### src/design/rpcd_pkg.sv
// Shared types, constants and register codes for the RC pulse capture decoder.
// Used by the front, queue, back and top-level modules; depends on nothing.
package rpcd_pkg;

   // Channel store depth default and field widths
   localparam int NUM_CHANNELS_DEF = 8;
   localparam int STAMP_W          = 16;
   localparam int CHAN_W           = 3;
   localparam int CSR_INDEX_W      = 3;
   localparam int REQ_DATA_W       = 24;
   localparam int RSP_DATA_W       = 24;

   // Good-frame tracking covers the first four channels
   localparam int          GOOD_CHANNELS = 4;
   localparam logic [3:0]  GOOD_ALL      = 4'hF;

   // Configuration reset values
   localparam logic              MODE_RESET      = 1'b1;
   localparam logic [STAMP_W-1:0] SYNC_GAP_RESET  = 16'd2700;
   localparam logic [STAMP_W-1:0] WIDTH_MIN_RESET = 16'd750;
   localparam logic [STAMP_W-1:0] WIDTH_MAX_RESET = 16'd2250;
   localparam logic [STAMP_W-1:0] GOOD_THR_RESET  = 16'd985;

   // Decode modes
   localparam logic MODE_PWM = 1'b0;
   localparam logic MODE_PPM = 1'b1;

   // Input actions
   localparam logic ACTION_EDGE = 1'b0;
   localparam logic ACTION_READ = 1'b1;

   // Register indexes of the configuration port
   typedef enum logic [CSR_INDEX_W-1:0] {
      CSR_DECODE_MODE    = 3'd0,
      CSR_SYNC_GAP       = 3'd1,
      CSR_WIDTH_MIN      = 3'd2,
      CSR_WIDTH_MAX      = 3'd3,
      CSR_GOOD_THRESHOLD = 3'd4
   } rpcd_csr_type;

   // Operation picked by the front for the back to carry out
   typedef enum logic [1:0] {
      OP_READ = 2'd0,
      OP_PPM  = 2'd1,
      OP_PWM  = 2'd2,
      OP_SKIP = 2'd3
   } rpcd_op_type;

   // Configuration register set
   typedef struct packed {
      logic               mode;
      logic [STAMP_W-1:0] sync_gap;
      logic [STAMP_W-1:0] width_min;
      logic [STAMP_W-1:0] width_max;
      logic [STAMP_W-1:0] good_threshold;
   } rpcd_cfg_type;

   // Classified word held in the queue
   typedef struct packed {
      rpcd_op_type        op;
      logic               in_range;
      logic [STAMP_W-1:0] stamp;
      logic [CHAN_W-1:0]  channel;
   } rpcd_item_type;

   // Result word
   typedef struct packed {
      logic               width_valid;
      logic [CHAN_W-1:0]  out_channel;
      logic [STAMP_W-1:0] width;
      logic               frame_sync;
      logic               good_frame;
      logic               failsafe_clear;
   } rpcd_rsp_type;

   // Queue depth between front and back
   localparam int QUEUE_DEPTH = 2;

endpackage

### src/design/rpcd_front.sv
// Front end: unpacks request words and classifies them into decoder operations.
// Depends on rpcd_pkg; feeds rpcd_queue.
module rpcd_front #(
   parameter int NUM_CHANNELS = rpcd_pkg::NUM_CHANNELS_DEF
) (
   input  logic                                req_tvalid,
   output logic                                req_tready,
   // tdata: timestamp[15:0], channel[18:16], zero pad
   input  logic [rpcd_pkg::REQ_DATA_W-1:0]     req_tdata,
   // tuser: action
   input  logic                                req_tuser,
   input  rpcd_pkg::rpcd_cfg_type              cfg,
   input  logic                                queue_full,
   output logic                                push,
   output rpcd_pkg::rpcd_item_type             item
);
   import rpcd_pkg::*;

   logic [CHAN_W-1:0] channel;
   logic              in_range;

   // Accept while the queue has room
   assign req_tready = !queue_full;
   assign push       = req_tvalid && !queue_full;

   assign channel  = req_tdata[STAMP_W +: CHAN_W];
   assign in_range = (32'(channel) < NUM_CHANNELS);

   // Classify by action, mode and channel range
   always_comb begin
      item.stamp    = req_tdata[STAMP_W-1:0];
      item.channel  = channel;
      item.in_range = in_range;
      if (req_tuser == ACTION_READ) begin
         item.op = OP_READ;
      end else if (cfg.mode == MODE_PPM) begin
         item.op = OP_PPM;
      end else if (in_range) begin
         item.op = OP_PWM;
      end else begin
         item.op = OP_SKIP;
      end
   end

endmodule

### src/design/rpcd_queue.sv
// Two-word queue between the front end and the execution back end.
// Depends on rpcd_pkg for the item type and depth.
module rpcd_queue (
   input  logic                    clock,
   input  logic                    reset,
   input  logic                    push,
   input  rpcd_pkg::rpcd_item_type push_item,
   input  logic                    pop,
   output logic                    head_valid,
   output rpcd_pkg::rpcd_item_type head_item,
   output logic                    full
);
   import rpcd_pkg::*;

   localparam int PTR_W = $clog2(QUEUE_DEPTH);
   localparam int CNT_W = $clog2(QUEUE_DEPTH + 1);

   rpcd_item_type     entry_ff [QUEUE_DEPTH];
   logic [PTR_W-1:0]  wr_ptr_ff, wr_ptr_in;
   logic [PTR_W-1:0]  rd_ptr_ff, rd_ptr_in;
   logic [CNT_W-1:0]  count_ff, count_in;

   assign head_valid = (count_ff != '0);
   assign head_item  = entry_ff[rd_ptr_ff];
   assign full       = (32'(count_ff) == QUEUE_DEPTH);

   // Advance pointers and occupancy
   always_comb begin
      wr_ptr_in = wr_ptr_ff;
      rd_ptr_in = rd_ptr_ff;
      count_in  = count_ff;
      if (push) begin
         wr_ptr_in = (32'(wr_ptr_ff) == QUEUE_DEPTH - 1) ? '0 : wr_ptr_ff + 1'b1;
      end
      if (pop) begin
         rd_ptr_in = (32'(rd_ptr_ff) == QUEUE_DEPTH - 1) ? '0 : rd_ptr_ff + 1'b1;
      end
      case ({push, pop})
         2'b10:   count_in = count_ff + 1'b1;
         2'b01:   count_in = count_ff - 1'b1;
         default: count_in = count_ff;
      endcase
   end

   always_ff @(posedge clock) begin
      if (reset) begin
         wr_ptr_ff <= '0;
         rd_ptr_ff <= '0;
         count_ff  <= '0;
      end else begin
         wr_ptr_ff <= wr_ptr_in;
         rd_ptr_ff <= rd_ptr_in;
         count_ff  <= count_in;
      end
   end

   // Hold payload words
   always_ff @(posedge clock) begin
      if (push) begin
         entry_ff[wr_ptr_ff] <= push_item;
      end
   end

endmodule

### src/design/rpcd_back.sv
// Back end: configuration registers, decoder state and the registered result word.
// Depends on rpcd_pkg; takes words from rpcd_queue.
module rpcd_back #(
   parameter int NUM_CHANNELS = rpcd_pkg::NUM_CHANNELS_DEF
) (
   input  logic                                 clock,
   input  logic                                 reset,
   input  logic                                 csr_valid,
   output logic                                 csr_ready,
   input  logic [rpcd_pkg::CSR_INDEX_W-1:0]     csr_index,
   input  logic [rpcd_pkg::STAMP_W-1:0]         csr_data,
   output rpcd_pkg::rpcd_cfg_type               cfg,
   input  logic                                 head_valid,
   input  rpcd_pkg::rpcd_item_type              head_item,
   output logic                                 pop,
   output logic                                 rsp_valid,
   input  logic                                 rsp_ready,
   output rpcd_pkg::rpcd_rsp_type               rsp
);
   import rpcd_pkg::*;

   localparam int IDX_W = $clog2(NUM_CHANNELS);
   localparam int FC_W  = $clog2(NUM_CHANNELS + 1);

   rpcd_cfg_type        cfg_ff;
   logic [STAMP_W-1:0]  store_ff [NUM_CHANNELS];
   logic [STAMP_W-1:0]  store_in [NUM_CHANNELS];
   logic [STAMP_W-1:0]  rise_ff  [NUM_CHANNELS];
   logic [NUM_CHANNELS-1:0] phase_ff, phase_in;
   logic [STAMP_W-1:0]  last_ff, last_in;
   logic [FC_W-1:0]     fc_ff, fc_in;
   logic [3:0]          mask_ff, mask_in;
   logic                rsp_valid_ff, rsp_valid_in;
   rpcd_rsp_type        rsp_ff, rsp_in;

   logic [IDX_W-1:0]    cidx;
   logic [IDX_W-1:0]    fidx;
   logic                fc_lt_n;
   logic [STAMP_W-1:0]  ppm_diff;
   logic [STAMP_W-1:0]  pwm_diff;
   logic [3:0]          mask_set;
   logic                rise_we;

   assign csr_ready = 1'b1;
   assign cfg       = cfg_ff;
   assign rsp_valid = rsp_valid_ff;
   assign rsp       = rsp_ff;

   // Take a word when the result register is free or drains this cycle
   assign pop = head_valid && (!rsp_valid_ff || rsp_ready);

   assign cidx     = IDX_W'(head_item.channel);
   assign fidx     = IDX_W'(fc_ff);
   assign fc_lt_n  = (32'(fc_ff) < NUM_CHANNELS);
   assign ppm_diff = head_item.stamp - last_ff;
   assign pwm_diff = head_item.stamp - rise_ff[cidx];
   assign mask_set = mask_ff | (4'b0001 << fc_ff[1:0]);

   // Execute the head word
   always_comb begin
      store_in     = store_ff;
      phase_in     = phase_ff;
      last_in      = last_ff;
      fc_in        = fc_ff;
      mask_in      = mask_ff;
      rise_we      = 1'b0;
      rsp_in       = '0;
      rsp_valid_in = rsp_valid_ff && !rsp_ready;
      if (pop) begin
         rsp_valid_in = 1'b1;
         case (head_item.op)
            OP_READ: begin
               rsp_in.out_channel = head_item.channel;
               rsp_in.width       = head_item.in_range ? store_ff[cidx] : '0;
            end
            OP_PPM: begin
               last_in = head_item.stamp;
               if (ppm_diff > cfg_ff.sync_gap) begin
                  fc_in             = '0;
                  rsp_in.frame_sync = 1'b1;
               end else begin
                  if (ppm_diff > cfg_ff.width_min && ppm_diff < cfg_ff.width_max
                      && fc_lt_n) begin
                     store_in[fidx]     = ppm_diff;
                     rsp_in.width_valid = 1'b1;
                     rsp_in.out_channel = CHAN_W'(fc_ff);
                     rsp_in.width       = ppm_diff;
                     if (32'(fc_ff) < GOOD_CHANNELS && ppm_diff > cfg_ff.good_threshold)
                     begin
                        mask_in = mask_set;
                     end
                     if (mask_in == GOOD_ALL) begin
                        mask_in           = '0;
                        rsp_in.good_frame = 1'b1;
                     end
                  end
                  if (fc_lt_n) begin
                     fc_in = fc_ff + 1'b1;
                  end
                  rsp_in.failsafe_clear = 1'b1;
               end
            end
            OP_PWM: begin
               if (!phase_ff[cidx]) begin
                  rise_we        = 1'b1;
                  phase_in[cidx] = 1'b1;
               end else begin
                  store_in[cidx]        = pwm_diff;
                  phase_in[cidx]        = 1'b0;
                  rsp_in.width_valid    = 1'b1;
                  rsp_in.out_channel    = head_item.channel;
                  rsp_in.width          = pwm_diff;
                  rsp_in.failsafe_clear = 1'b1;
               end
            end
            default: begin
               rsp_in = '0;
            end
         endcase
      end
   end

   // Write configuration registers
   always_ff @(posedge clock) begin
      if (reset) begin
         cfg_ff.mode           <= MODE_RESET;
         cfg_ff.sync_gap       <= SYNC_GAP_RESET;
         cfg_ff.width_min      <= WIDTH_MIN_RESET;
         cfg_ff.width_max      <= WIDTH_MAX_RESET;
         cfg_ff.good_threshold <= GOOD_THR_RESET;
      end else if (csr_valid) begin
         case (rpcd_csr_type'(csr_index))
            CSR_DECODE_MODE:    cfg_ff.mode           <= csr_data[0];
            CSR_SYNC_GAP:       cfg_ff.sync_gap       <= csr_data;
            CSR_WIDTH_MIN:      cfg_ff.width_min      <= csr_data;
            CSR_WIDTH_MAX:      cfg_ff.width_max      <= csr_data;
            CSR_GOOD_THRESHOLD: cfg_ff.good_threshold <= csr_data;
            default:            cfg_ff                <= cfg_ff;
         endcase
      end
   end

   // Update decoder state and result valid
   always_ff @(posedge clock) begin
      if (reset) begin
         for (int i = 0; i < NUM_CHANNELS; i++) begin
            store_ff[i] <= '0;
         end
         phase_ff     <= '0;
         last_ff      <= '0;
         fc_ff        <= '0;
         mask_ff      <= '0;
         rsp_valid_ff <= 1'b0;
      end else begin
         store_ff     <= store_in;
         phase_ff     <= phase_in;
         last_ff      <= last_in;
         fc_ff        <= fc_in;
         mask_ff      <= mask_in;
         rsp_valid_ff <= rsp_valid_in;
      end
   end

   // Hold rising-edge stamps and the result payload
   always_ff @(posedge clock) begin
      if (rise_we) begin
         rise_ff[cidx] <= head_item.stamp;
      end
      if (pop) begin
         rsp_ff <= rsp_in;
      end
   end

endmodule

### src/design/rc_pulse_capture_decoder_unit.sv
// Top level of the RC pulse capture decoder: front end, queue and back end.
// Depends on rpcd_pkg, rpcd_front, rpcd_queue and rpcd_back.
//
// Decodes RC receiver input from 16-bit capture timestamps, as a PPM pulse train
// (decode_mode 1) or as per-channel PWM edge pairs (decode_mode 0), and answers
// read requests for stored channel widths. Every request word yields exactly one
// response word. The block accepts one word per clock cycle sustained while
// rsp_tready stays high; a request lands in the front-to-back queue when it is
// accepted and then moves into the registered response stage, where its
// response is presented. While a response waits for rsp_tready the two-word queue
// takes up to two more requests before req_tready drops. The per-word work is
// one 16-bit subtract with its compares and a store update in the back end.
// Configuration writes are to be issued only while no request is in flight.
module rc_pulse_capture_decoder_unit #(
   parameter int NUM_CHANNELS = rpcd_pkg::NUM_CHANNELS_DEF
) (
   input  logic                                clock,
   input  logic                                reset,
   input  logic                                req_tvalid,
   output logic                                req_tready,
   // tdata: timestamp[15:0], channel[18:16], zero pad [23:19]
   input  logic [rpcd_pkg::REQ_DATA_W-1:0]     req_tdata,
   // tuser: action
   input  logic                                req_tuser,
   output logic                                rsp_tvalid,
   input  logic                                rsp_tready,
   // tdata: out_channel[2:0], width[18:3], frame_sync[19], good_frame[20],
   //        failsafe_clear[21], zero pad [23:22]
   output logic [rpcd_pkg::RSP_DATA_W-1:0]     rsp_tdata,
   // tuser: width_valid
   output logic                                rsp_tuser,
   input  logic                                csr_valid,
   output logic                                csr_ready,
   input  logic [rpcd_pkg::CSR_INDEX_W-1:0]    csr_index,
   input  logic [rpcd_pkg::STAMP_W-1:0]        csr_data
);
   import rpcd_pkg::*;

   rpcd_cfg_type  cfg;
   rpcd_item_type push_item;
   rpcd_item_type head_item;
   rpcd_rsp_type  rsp;
   logic          push;
   logic          pop;
   logic          head_valid;
   logic          queue_full;

   rpcd_front #(
      .NUM_CHANNELS (NUM_CHANNELS)
   ) u_front (
      .req_tvalid (req_tvalid),
      .req_tready (req_tready),
      .req_tdata  (req_tdata),
      .req_tuser  (req_tuser),
      .cfg        (cfg),
      .queue_full (queue_full),
      .push       (push),
      .item       (push_item)
   );

   rpcd_queue u_queue (
      .clock      (clock),
      .reset      (reset),
      .push       (push),
      .push_item  (push_item),
      .pop        (pop),
      .head_valid (head_valid),
      .head_item  (head_item),
      .full       (queue_full)
   );

   rpcd_back #(
      .NUM_CHANNELS (NUM_CHANNELS)
   ) u_back (
      .clock      (clock),
      .reset      (reset),
      .csr_valid  (csr_valid),
      .csr_ready  (csr_ready),
      .csr_index  (csr_index),
      .csr_data   (csr_data),
      .cfg        (cfg),
      .head_valid (head_valid),
      .head_item  (head_item),
      .pop        (pop),
      .rsp_valid  (rsp_tvalid),
      .rsp_ready  (rsp_tready),
      .rsp        (rsp)
   );

   // Pack the response word
   assign rsp_tuser = rsp.width_valid;
   assign rsp_tdata = {2'b00, rsp.failsafe_clear, rsp.good_frame, rsp.frame_sync,
                       rsp.width, rsp.out_channel};

   // A good frame is only reported with a stored width on one of channels 0 to 3
   a_good_frame_stored: assert property (@(posedge clock) disable iff (reset)
      rsp_tvalid && rsp_tdata[20] |-> rsp_tuser && !rsp_tdata[2])
      else $error("good_frame without a stored width on channels 0 to 3");

   // A sync gap never stores a width or clears failsafe
   a_sync_excl: assert property (@(posedge clock) disable iff (reset)
      rsp_tvalid && rsp_tdata[19] |-> !rsp_tuser && !rsp_tdata[21] && !rsp_tdata[20])
      else $error("frame_sync combined with a width or failsafe clear");

   // A stored width always clears the failsafe counter
   a_store_clears: assert property (@(posedge clock) disable iff (reset)
      rsp_tvalid && rsp_tuser |-> rsp_tdata[21])
      else $error("stored width without failsafe_clear");

endmodule
### config.mk
export PLATFORM = sky130hd
export DESIGN_NAME = rc_pulse_capture_decoder_unit
export DESIGN_NICKNAME = d
export VERILOG_FILES = /design/src/design/rpcd_pkg.sv /design/src/design/rpcd_front.sv /design/src/design/rpcd_queue.sv /design/src/design/rpcd_back.sv /design/src/design/rc_pulse_capture_decoder_unit.sv
export SDC_FILE = /design/constraint.sdc
export NUM_CORES = 1
export LEC_CHECK = 0
export BUFFER_PORTS_ARGS = -buffer_cell sky130_fd_sc_hd__buf_2
export CORE_ASPECT_RATIO = 1.25
export CORE_MARGIN = 2
export CORE_UTILIZATION = 30
export DETAILED_ROUTE_END_ITERATION = 12
export PLACE_DENSITY = 0.43
export SETUP_SLACK_MARGIN = 0.05
export SLEW_MARGIN = 30
export SYNTH_ARGS = -nofsm -noshare
export SYNTH_HDL_FRONTEND = slang
export SYNTH_SLANG_ARGS = --single-unit
### constraint.sdc
create_clock -name clock -period 5.65 [get_ports clock]
set_clock_uncertainty 0.1 [all_clocks]
set_input_delay 0.2825 -clock clock [delete_from_list [all_inputs] [get_ports clock]]
set_output_delay 0.2825 -clock clock [all_outputs]
set_load 0.01 [all_outputs]
==> impl_metrics.yaml <==
timing:
  fin_crit_ns: 5.36
  finalHoldViolations: 0
  period_share_pct: 94.9
  final_max_slew_viol_count: 0
  relSlewSlack_pct: 15.3
  rsz0062_at_grt: "false"
  setup_viol: 0
  layout_setup_ws_ns: 0.287
  fmax_ghz: 0.186
  worstMarginPinSlew_ns: 1.26
grt:
  grt_pass1_vias: 18135
  grtUsageTotal_pct: 21.7
  antenna_found_initial: 1
  grt_pass1_wl_mm: 118
  grt_max_degree: 99
  grt_overflow_total: 0
detailed_routing:
  firstDrtPassIters: 7
  wl_met1_mm: 34.6
  wl_met3_mm: 4.56
  via_per_inst: 5.38
  drt_wl_total_mm: 81.7
  wl_met2_mm: 38.2
  wl_per_cell_um: 24.0
  num_vias: 18341
  drc: 0
  top_layer_used: "met5"
  drtIter0Drc: 1397
  ant_nets: 0
place:
  hpwl_mm: 56.5
  port_buffers: 68
  pre_cts_slack_ns: -0.133
  gp_congestion: 0.888
setup_path:
  critical_path_class: "flip-flop to flip-flop"
  critPathBufInv: 5
  endpoint: "u_back.store_ff[86]$_SDFFE_PP0P_"
  r2r_slack_ns: 0.29
  crit_path_cell_trace: "buf_6 > mux2_2 > ha_1 > o211ai_1 > a21oi_2 > o31a_1 > buf_6 > nor4_1 > o21bai_1 > xor2_2 > ha_1 > a21o_1 > a21o_1 > a2111oi_4 > o31ai_4 > a221o_1 > buf_4 > nor3_4 > buf_6 > clkbuf_16 > o221ai_1 > o211a_1"
  cp-end-kind: "flip-flop"
  cpPeakStageDelay_ns: 0.42
  crit_family: "compound AO/OA/AOI/OAI gates"
  cp_num_cells: 22
  cp.required_ns: 6.05
  cp_max_fo: 8
  r2r_cells: 22
  r2r_end: "u_back.store_ff[86]$_SDFFE_PP0P_"
  crit_slowest_cell: "dfxtp_4"
  cp_data_arrival_time_ns: 5.76
  cp_common_cell: "buf_6"
  crit_path_start_kind: "flip-flop"
yosys:
  synth-xor-area-share_pct: 1.02
  yosys_most_used_dff: "dfxtp_1"
  ys_types: 90
  yosys_register_bits: 424
  synth_area_per_cell_um2: 9.78
  synth_cells: 2172
  synth-edff-count: 193
  syn_area_um2: 21200
  synth_seq_area_share_pct: 49.1
  synth_top_family_by_area: "compound AO/OA/AOI/OAI gates"
  ys_warn_count: 0
  synth_fa_ha_area_share_pct: 6.26
  synthSimpleGateAreaFrac_pct: 15.9
  synth-compound-area-share_pct: 20.4
  synthArstFlopShare_pct: 0
  muxShareOfSynthArea_pct: 2.63
job:
  maxCapViolCount: 0
clocking:
  clk_path_buf_depth: 3
  cts-buffers-inserted: 48
  path_clk_slew_ns: 0.06
  cts_max_level: 2
  cts_tree: "built"
  cts-root-buf: "clkbuf_16"
  clock-sinks: 424
  clk_latency_ns: 0.61
floorplanning:
  die_w_um: 242
  ioPinCount: 77
  die_y_um: 302
  die_area_um2: 73000
  rows: 109
  design.core.area_um2: 70400
  initial_core_util_pct: 30.2
finish:
  area_growth_pct: 24.8
  nFillCells: 7100
  final_util_pct: 37.7
  nets: 2584
  diodes: 0
  drive_gt1_share_pct: 20.5
power_and_ir_drop:
  swShare_pct: 45.1
  power_frac_comb_pct: 56.7
  internal_power_mw: 8.88
  power_leakage_nw: 9.87
  power_density_nw_per_um2: 610
  pwr-share-seq_pct: 23.2
  clkPwrFrac_pct: 20.1
  p_sw_mw: 7.30
  irDropWorstVdd_uv: 303
outcome:
  status: "finished, final reports clean"
hold_path:
  hold_class: "primary input to flip-flop"
-- placed cells by master (no fill, tap or decap), types with 18 or more instances in the layout --
cell type	instances
nand2_1	253
nor2_1	234
dfxtp_1	230
edfxtp_1	193
buf_4	182
a21oi_1	123
inv_1	115
o22ai_1	97
ha_1	97
nor3_1	74
buf_2	69
o21ai_0	67
clkbuf_16	50
dlygate4sd3_1	41
a221oi_1	40
nand3_1	36
a22oi_1	35
o211ai_1	34
nor3_2	30
nor2b_1	21
mux2i_1	18
and3_1	18
buf_6	18
-- power groups by stage --
| stage | sequential, mW | clock, mW | combinational [mW] |
|---|---|---|---|
| after floorplan | 3.81 | 0 | 4.59 |
| after global placement | 3.81 | 0 | 8.57 |
| after detailed placement | 3.81 | 0 | 8.67 |
| after CTS | 3.74 | 3.33 | 8.76 |
| after global routing | 3.77 | 3.45 | 9.80 |
| final | 3.75 | 3.26 | 9.18 |
-- layout make-up --
type / instances / area, um^2 / area share (%)
flip-flops and latches: 424 / 10400 / 39.3
multi-input cells: 1516 / 10200 / 38.7
repair buffers: 323 / 2580 / 9.75
clock buffers: 65 / 1370 / 5.17
well taps: 943 / 1180 / 4.45
inverters: 117 / 440 / 1.66
clock inverters: 20 / 255 / 0.963
-- sequential cells by signal (all words and copies together), names as in the netlist, 2 cells and up, named ones only --
name and cells:
u_queue.count_ff 2, u_back.last_ff 16, u_back.rise_ff 128, u_back.store_ff 128
u_back.rsp 23, u_back.cfg 65, u_back.fc_ff 4, u_back.mask_ff 4
u_queue.entry_ff 42
-- logic make-up (layout without fill, tap and decap cells) --
group                    Yosys count  after routing
AND/OR/NAND/NOR                  737            737
AO/OA/AOI/OAI                    600            600
flip-flops                       424            424
buffers and inverters            233            525
adder cells (fa/ha/maj)          105            105
multiplexers                      47             47
XOR/XNOR                          24             24
other                              2              3
-- how the worst min path moves through the flow --
| stage | start | to | slack (ns) | cells after the start |
|---|---|---|---|---|
| 2_1_floorplan | req_tdata[16] | u_queue.entry_ff[0][0]$_DFFE_PP_ | 0.28 | 0 |
| 3_3_place_gp | u_back.last_ff[5]$_SDFFE_PP0P_ | u_back.last_ff[5]$_SDFFE_PP0P_ | 0.34 | 2 |
| 3_5_place_dp | u_back.cfg[62]$_SDFFE_PP0P_ | u_back.cfg[62]$_SDFFE_PP0P_ | 0.35 | 2 |
| 4_1_cts | csr_valid | u_back.cfg[64]$_SDFFE_PP1P_ | 0.04 | 4 |
| 5_1_grt | csr_valid | u_back.cfg[64]$_SDFFE_PP1P_ | 0.11 | 4 |
| 6_report | csr_valid | u_back.cfg[64]$_SDFFE_PP1P_ | 0.08 | 4 |
-- cell usage after synthesis (47+ instances only) --
master	instances	share of area [%]
a21oi_1	126	3.0
nand2_1	253	4.5
inv_1	116	2.0
dfxtp_1	231	22
nor2_1	238	4.2
clkbuf_1	79	1.4
ha_1	103	6.1
nor3_1	77	1.8
edfxtp_1	193	27
a221oi_1	47	1.9
o21ai_0	70	1.6
o22ai_1	98	2.9
-- what timing repair did --
item,CTS,global route
pin swaps,1,15
endpoints found under the hold margin,109,0
gates cloned,0,5
hold buffers,41,0
resized for setup,5,74
setup endpoints to repair,126,149
setup buffers,3,7
-- per-stage QoR --
stage | instance area, um^2 | std cells | hold WS [ns] | total power [mW] | setup TNS (ns)
floorplan | 21300 | 2173 | 0.281 | 8.40 | 0
global placement | 23900 | 3267 | 0.342 | 12.4 | -0.417
detailed placement | 23900 | 3267 | 0.347 | 12.5 | -0.266
CTS | 26000 | 3396 | 0.0449 | 15.8 | 0
global route | 26500 | 3408 | 0.105 | 17.0 | 0
finish | 26500 | 3408 | 0.0760 | 16.2 | 0
-- per-layer routing --
layer | vias to the layer above | GRT usage [%]
li1 | 8535 | -
met2 | 627 | 36.7
met1 | 8961 | 27.3
met5 | - | 0
met4 | 2 | 10.1
met3 | 216 | 3.39
-- worst min-delay path: cells and delay by family --
family	cells	cell delay, ns
buf+inv	1	0.11
simple gates	3	0.35
Note: power is estimated with default switching activity, not from simulation.
